## src/rtl/dbmt_pkg.sv

```systemverilog
package dbmt_pkg;

  localparam int BAND_W    = 9;
  localparam int MAG_W     = 16;
  localparam int END_W     = 10;
  localparam int CFG_IDX_W = 1;
  localparam int CFG_W     = 10;

  // Band count table is indexed by the full band field
  localparam int BAND_SLOTS = 1 << BAND_W;

  // Bins at or above this index are never searched
  localparam int NUM_BINS = 512;

  localparam int WINDOW_DEPTH_DEF = 256;
  localparam int CNT_W_DEF        = $clog2(WINDOW_DEPTH_DEF + 1);

  localparam logic [BAND_W-1:0] FIRST_BAND_RST = 9'd0;
  localparam logic [END_W-1:0]  END_BAND_RST   = 10'd255;

  typedef enum logic [CFG_IDX_W-1:0] {
    CFG_FIRST_BAND = 1'b0,
    CFG_END_BAND   = 1'b1
  } cfg_idx_e;

  typedef enum logic [1:0] {
    ALU_INC,
    ALU_DEC,
    ALU_GT
  } alu_op_e;

  typedef enum logic [2:0] {
    ST_CLEAR,
    ST_IDLE,
    ST_HIST_RD,
    ST_OLD_RD,
    ST_OLD_WR,
    ST_NEW_RD,
    ST_NEW_WR,
    ST_WALK
  } state_e;

  typedef struct packed {
    logic              action;
    logic [BAND_W-1:0] bin_index;
    logic [MAG_W-1:0]  bin_magnitude;
    logic              frame_end;
  } in_t;

  typedef struct packed {
    logic [BAND_W-1:0] frame_band;
    logic [BAND_W-1:0] window_mode;
    logic [BAND_W-1:0] mode_count;
  } out_t;

endpackage

```

## src/rtl/dbmt_alu.sv

```systemverilog
module dbmt_alu
  import dbmt_pkg::*;
#(
  parameter int CNT_W = CNT_W_DEF
) (
  input  alu_op_e          op_i,
  input  logic [CNT_W-1:0] a_i,
  input  logic [CNT_W-1:0] b_i,
  output logic [CNT_W-1:0] y_o,
  output logic             gt_o
);

  logic [CNT_W-1:0] addend;
  logic [CNT_W-1:0] sum;

  // One adder serves increment and decrement
  always_comb begin
    case (op_i)
      ALU_INC: addend = CNT_W'(1);
      ALU_DEC: addend = '1;
      default: addend = '0;
    endcase
  end

  assign sum = a_i + addend;

  // Hold a zero count at zero on decrement
  always_comb begin
    case (op_i)
      ALU_DEC: y_o = (a_i == '0) ? '0 : sum;
      default: y_o = sum;
    endcase
  end

  assign gt_o = (a_i > b_i);

endmodule

```

## config.mk

```make
export PLATFORM = sky130hd
export DESIGN_NAME = dbmt_alu
export DESIGN_NICKNAME = d
export VERILOG_FILES = /design/src/rtl/dbmt_pkg.sv /design/src/rtl/dbmt_alu.sv
export SDC_FILE = /design/constraint.sdc
export NUM_CORES = 1
export LEC_CHECK = 0
export BUFFER_PORTS_ARGS = -buffer_cell sky130_fd_sc_hd__buf_2
export CORE_MARGIN = 2
export CORE_UTILIZATION = 45
export DETAILED_ROUTE_END_ITERATION = 12
export GPL_ROUTABILITY_DRIVEN = 0
export PLACE_DENSITY = 0.8
export SETUP_SLACK_MARGIN = 0.4
export SYNTH_ARGS = -nofsm -noshare
export SYNTH_HDL_FRONTEND = slang
export SYNTH_SLANG_ARGS = --single-unit
```

## constraint.sdc

```tcl
create_clock -name vclk -period 1.51
set_input_delay 0.0755 -clock vclk [all_inputs]
set_output_delay 0.0755 -clock vclk [all_outputs]
set_load 0.1 [all_outputs]
```

==> results of run 1 <==
==> cells by family after synthesis <==
logic type	after synthesis	synth area share [%]
AND/OR/NAND/NOR	28	22.1
AO/OA/AOI/OAI	26	27.1
adder cells (fa/ha/maj)	18	35.5
buffers and inverters	16	9.73
XOR/XNOR	3	4.01
multiplexers	1	1.53
==> per-stage QoR <==
step / hold WS (ns) / TNS (ns) / instance area (µm²) / std cells
after global placement: 0.600 / -2.13 / 1450 / 168
after floorplan: 0.475 / -2.15 / 906 / 92
==> results by group, run 1 <==
Synthesis
  • Cell type with the highest aggregate area in the netlist: ha_1
  • Post-Syn Nets: 130
  • Per-instance average area after synthesis: slightly above 7 µm²
  • Cell types with the largest area share after synthesis: ha_1 32%, a21o_1 8.0%, inv_1 6.9%, a21oi_1 6.1%, xnor2_1 4.0%
  • Synth warnings: 0
  • Fraction of the yosys area taken by sequential cells: 0%
  • Netlist Area Pre-Place: ~660 µm²
  • Commonest cells in the netlist: 17 x ha_1, 12 x inv_1, 8 x a21oi_1, 7 x a21o_1
  • Count of cell types in the netlist: 31
  • Most frequent cell after synthesis: ha_1
  • Area fraction of the dominant cell type after synthesis: 32.4%
  • Gate Count Post-Synth: between 90 and 100

Outcome
  • Stage where the flow stopped: detailed placement
  • Error text reported by the tool: [ERROR DPL-0038] Utilization greater than 100%, impossible to legalize
  • Run status: stopped before the end

Floorplan
  • Horiz. Die Dim: around 42 µm
  • Die boundary height: around 42 µm
  • Starting Density: between 40% and 50%
  • Number of standard-cell rows in the floorplan: 13
  • I/O pin count: 30

Placement
  • Number of buffer cells added on primary ports: 30
==> run 2, diff against run 1 <==
--- a/config.mk
+++ b/config.mk
@@ -6,12 +6,11 @@
 export NUM_CORES = 1
 export LEC_CHECK = 0
 export BUFFER_PORTS_ARGS = -buffer_cell sky130_fd_sc_hd__buf_2
-export CORE_MARGIN = 2
-export CORE_UTILIZATION = 45
+export CORE_AREA = 2 2 63 65
 export DETAILED_ROUTE_END_ITERATION = 12
+export DIE_AREA = 0 0 65 67
 export GPL_ROUTABILITY_DRIVEN = 0
-export PLACE_DENSITY = 0.8
-export SETUP_SLACK_MARGIN = 0.4
+export PLACE_DENSITY_LB_ADDON = 0.15
 export SYNTH_ARGS = -nofsm -noshare
 export SYNTH_HDL_FRONTEND = slang
 export SYNTH_SLANG_ARGS = --single-unit
==> constraint.sdc (replaced) <==
create_clock -name vclk -period 2
set_input_delay 0.1 -clock vclk [all_inputs]
set_output_delay 0.1 -clock vclk [all_outputs]
set_load 0.1 [all_outputs]
==> run 2 against run 1 <==
Compared with the run above:
- the run now ends clean
- synthesized area unchanged
- synthesized cell count unchanged
==> results by group, run 2 <==
Outcome
  • Run status: finished clean

Synthesis
  • Area fraction of the dominant cell type after synthesis: between 30 and 40%
  • Per-instance average area after synthesis: slightly above 7 µm²
  • Commonest cells in the netlist: 17 x ha_1, 12 x inv_1, 8 x a21oi_1, 7 x a21o_1
  • Cell types with the largest area share after synthesis: ha_1 32%, a21o_1 8.0%, inv_1 6.9%, a21oi_1 6.1%, xnor2_1 4.0%
  • Post-Syn Nets: between 100 and 150
  • Synth warnings: 0
  • Fraction of the yosys area taken by sequential cells: 0%
  • Count of cell types in the netlist: 31
  • Netlist Area Pre-Place: about 660 µm²
  • Most frequent cell after synthesis: ha_1
  • Gate Count Post-Synth: around 90
  • Cell type with the highest aggregate area in the netlist: ha_1

Power
  • Net switching share of the total power: between 60% and 70%
  • Internal power component: ~250 µW
  • Power Total: around 640 µW
  • Portion of total power attributed to the clock network: 0%
  • Net switching component of the power: 382 µW
  • Worst ir drop on vdd: about 200 µV
  • Standby leakage power: 0.000650 µW
  • Combinational share of power: 100.0%
  • Sequential share of power: 0%
  • Areal power density over the cells: about 500 nW/µm²

Setup path
  • Critical Path Sink Type: output pin
  • Required time of the worst setup path: between 1.5 and 2 ns
  • Arrival time worst endpoint: 1.90 ns
  • Crit path largest cell delay: ~0.35 ns
  • Crit-path slowest cell: or3_1
  • Category of the worst setup path launch point: primary input
  • Cells traversed along the worst timing path: buf_6 -> nand2_8 -> clkinv_8 -> buf_12 -> ha_4 -> and3_4 -> and2_4 -> a221oi_4 -> or3_1 -> o211ai_1 -> clkbuf_16
  • Worst Path Class, Setup: primary input to output pin
  • Top fanout value on the critical path: 6

Detailed routing
  • DRC errors left: 0
  • Total number of vias: a little under 800
  • Number of nets still failing antenna checks after routing: 0
  • Detailed Routing Iterations Pass 1: 5
  • Total length of routed met2 wires: about 960 µm
  • Post-Route WL: around 1.9 mm
  • Wire length on met3: around 63 µm
  • Detailed-route wire length per cell: 10.3 µm
  • 1st-iter DRT viols: 12
  • Detailed-route wire length on metal 1: slightly below 900 µm
  • Top Metal Used: met3
  • Average via count per standard cell: around 4.3

Global route
  • Via count of the first global-routing pass: ~750
  • Maximum number of pins on one net before global-route repair: 7
  • Antenna violations before repair: 0
  • Remaining Overflow, GRT: 0
  • GRT Overall Usage: around 9.1%
  • Wire length of the first global-routing pass: 3.24 mm

Timing
  • RSZ-0062 raised after global routing: true
  • Finish-stage setup viols: 0
  • Tcrit/Tclk final: 99.8%
  • Worst-margin pin slew: between 0.4 and 0.5 ns
  • Setup TNS after final layout: 0 ns
  • Final min period: 2.00 ns
  • Final-report max-slew violation count: 0
  • Fmax achieved: ~0.5 GHz
  • Setup WS post-layout: 0.00444 ns
  • Number of hold violations in the final report: 0
  • Headroom to the max-slew limit: around two thirds

Worst hold path
  • HP Class: primary input to output pin
  • Cell count of the worst hold path: 4
  • End point of the worst hold path: gt_o
  • Worst Hold Launch: b_i[0]

Floorplan
  • Starting Density: between 15 and 20%
  • I/O pin count: 30
  • Horiz. Die Dim: roughly 65 µm
  • Number of standard-cell rows in the floorplan: 22
  • Die boundary height: ~67 µm
  • Core outline area: ~3600 µm²
  • DIE AREA: approximately 4400 µm²

Cells and area
  • Most common library cell in the layout ignoring fill and taps: buf_2
  • Leading cell types in the layout, fill and taps excluded: 20 x buf_2, 14 x buf_4, 13 x ha_1
  • Finished Core Util: between 30% and 40%
  • Total number of sequential cells: 0
  • Share of final-layout standard cells stronger than drive strength 1: between 40% and 50%
  • Layout overhead on the synthesized area: 95.2%
  • Clock buffer instance count of the final layout: 0
  • Final #Nets: about 180
  • Number of inserted diodes: 0
  • Register area: 0 µm²

Flow run
  • Max_cap viols: 0

Placement
  • Post-placement setup slack: -0.0421 ns
  • Detailed placement HPWL: approximately 1.7 mm
  • Number of buffer cells added on primary ports: 30
## run 2: cell counts after synthesis
No cell type changed its count.
## run 2: cell families after synthesis
| logic type | count (synthesis) | share of synthesized area [%] |
|---|---|---|
| mux | 1 | 1.53 |
| fa+ha+maj | 18 | 35.5 |
| compound gates | 26 | 27.1 |
| buf+inv | 16 | 9.73 |
| xor+xnor | 3 | 4.01 |
| simple gates | 28 | 22.1 |
## run 2: worst max path at each step
stage / slack (ns) / to / from / cells past startpoint
floorplan: -0.44 / y_o[8] / op_i[1] / 8
global placement: -0.03 / y_o[8] / op_i[1] / 10
detailed placement: -0.04 / y_o[8] / op_i[1] / 10
CTS: 0.01 / y_o[8] / op_i[1] / 10
global route: -0.07 / y_o[8] / op_i[1] / 12
finish: 0.004 / y_o[8] / op_i[0] / 11
## run 2: repair_timing
action	in CTS	in global routing
setup endpoints to repair	2	3
hold buffers	0	0
pin swaps	3	6
buffers inserted	0	1
gates resized for setup	3	11
## run 2: per-stage QoR
step	hold slack (ns)	area, µm²	instances
floorplan	0.589	782	92
finish	0.724	1280	184
global placement	0.725	1220	183
CTS	0.731	1230	183
global route	0.741	1280	184
detailed placement	0.730	1220	183
## run 2: area by class of cell
class / instances / area, µm²
multi-input cells: 76 / 727
fillers: 386 / 2330
well taps: 48 / 60.1
inverters: 15 / 76.3
repair buffers: 45 / 417
## run 2: power groups by stage
stage / combinational [µW] / sequential (µW) / clock, µW
2_1_floorplan: 399 / 0 / 0
3_3_place_gp: 619 / 0 / 0
3_5_place_dp: 623 / 0 / 0
4_1_cts: 628 / 0 / 0
5_1_grt: 673 / 0 / 0
6_report: 635 / 0 / 0
## run 2: layer usage
layer / vias up / global-route usage, %
met2: 17 / 17.4
li1: 425 / -
met5: - / 0
met4: 0 / 0
met3: 0 / 0.507
met1: 340 / 11.7
## run 2: critical path, delay by kind of cell
family,cells,cell delay [ns]
AND/OR/NAND/NOR,4,0.75
buffers and inverters,4,0.55
adder cells (fa/ha/maj),1,0.27
AO/OA/AOI/OAI,2,0.21
(Power assumes the default switching activity.)
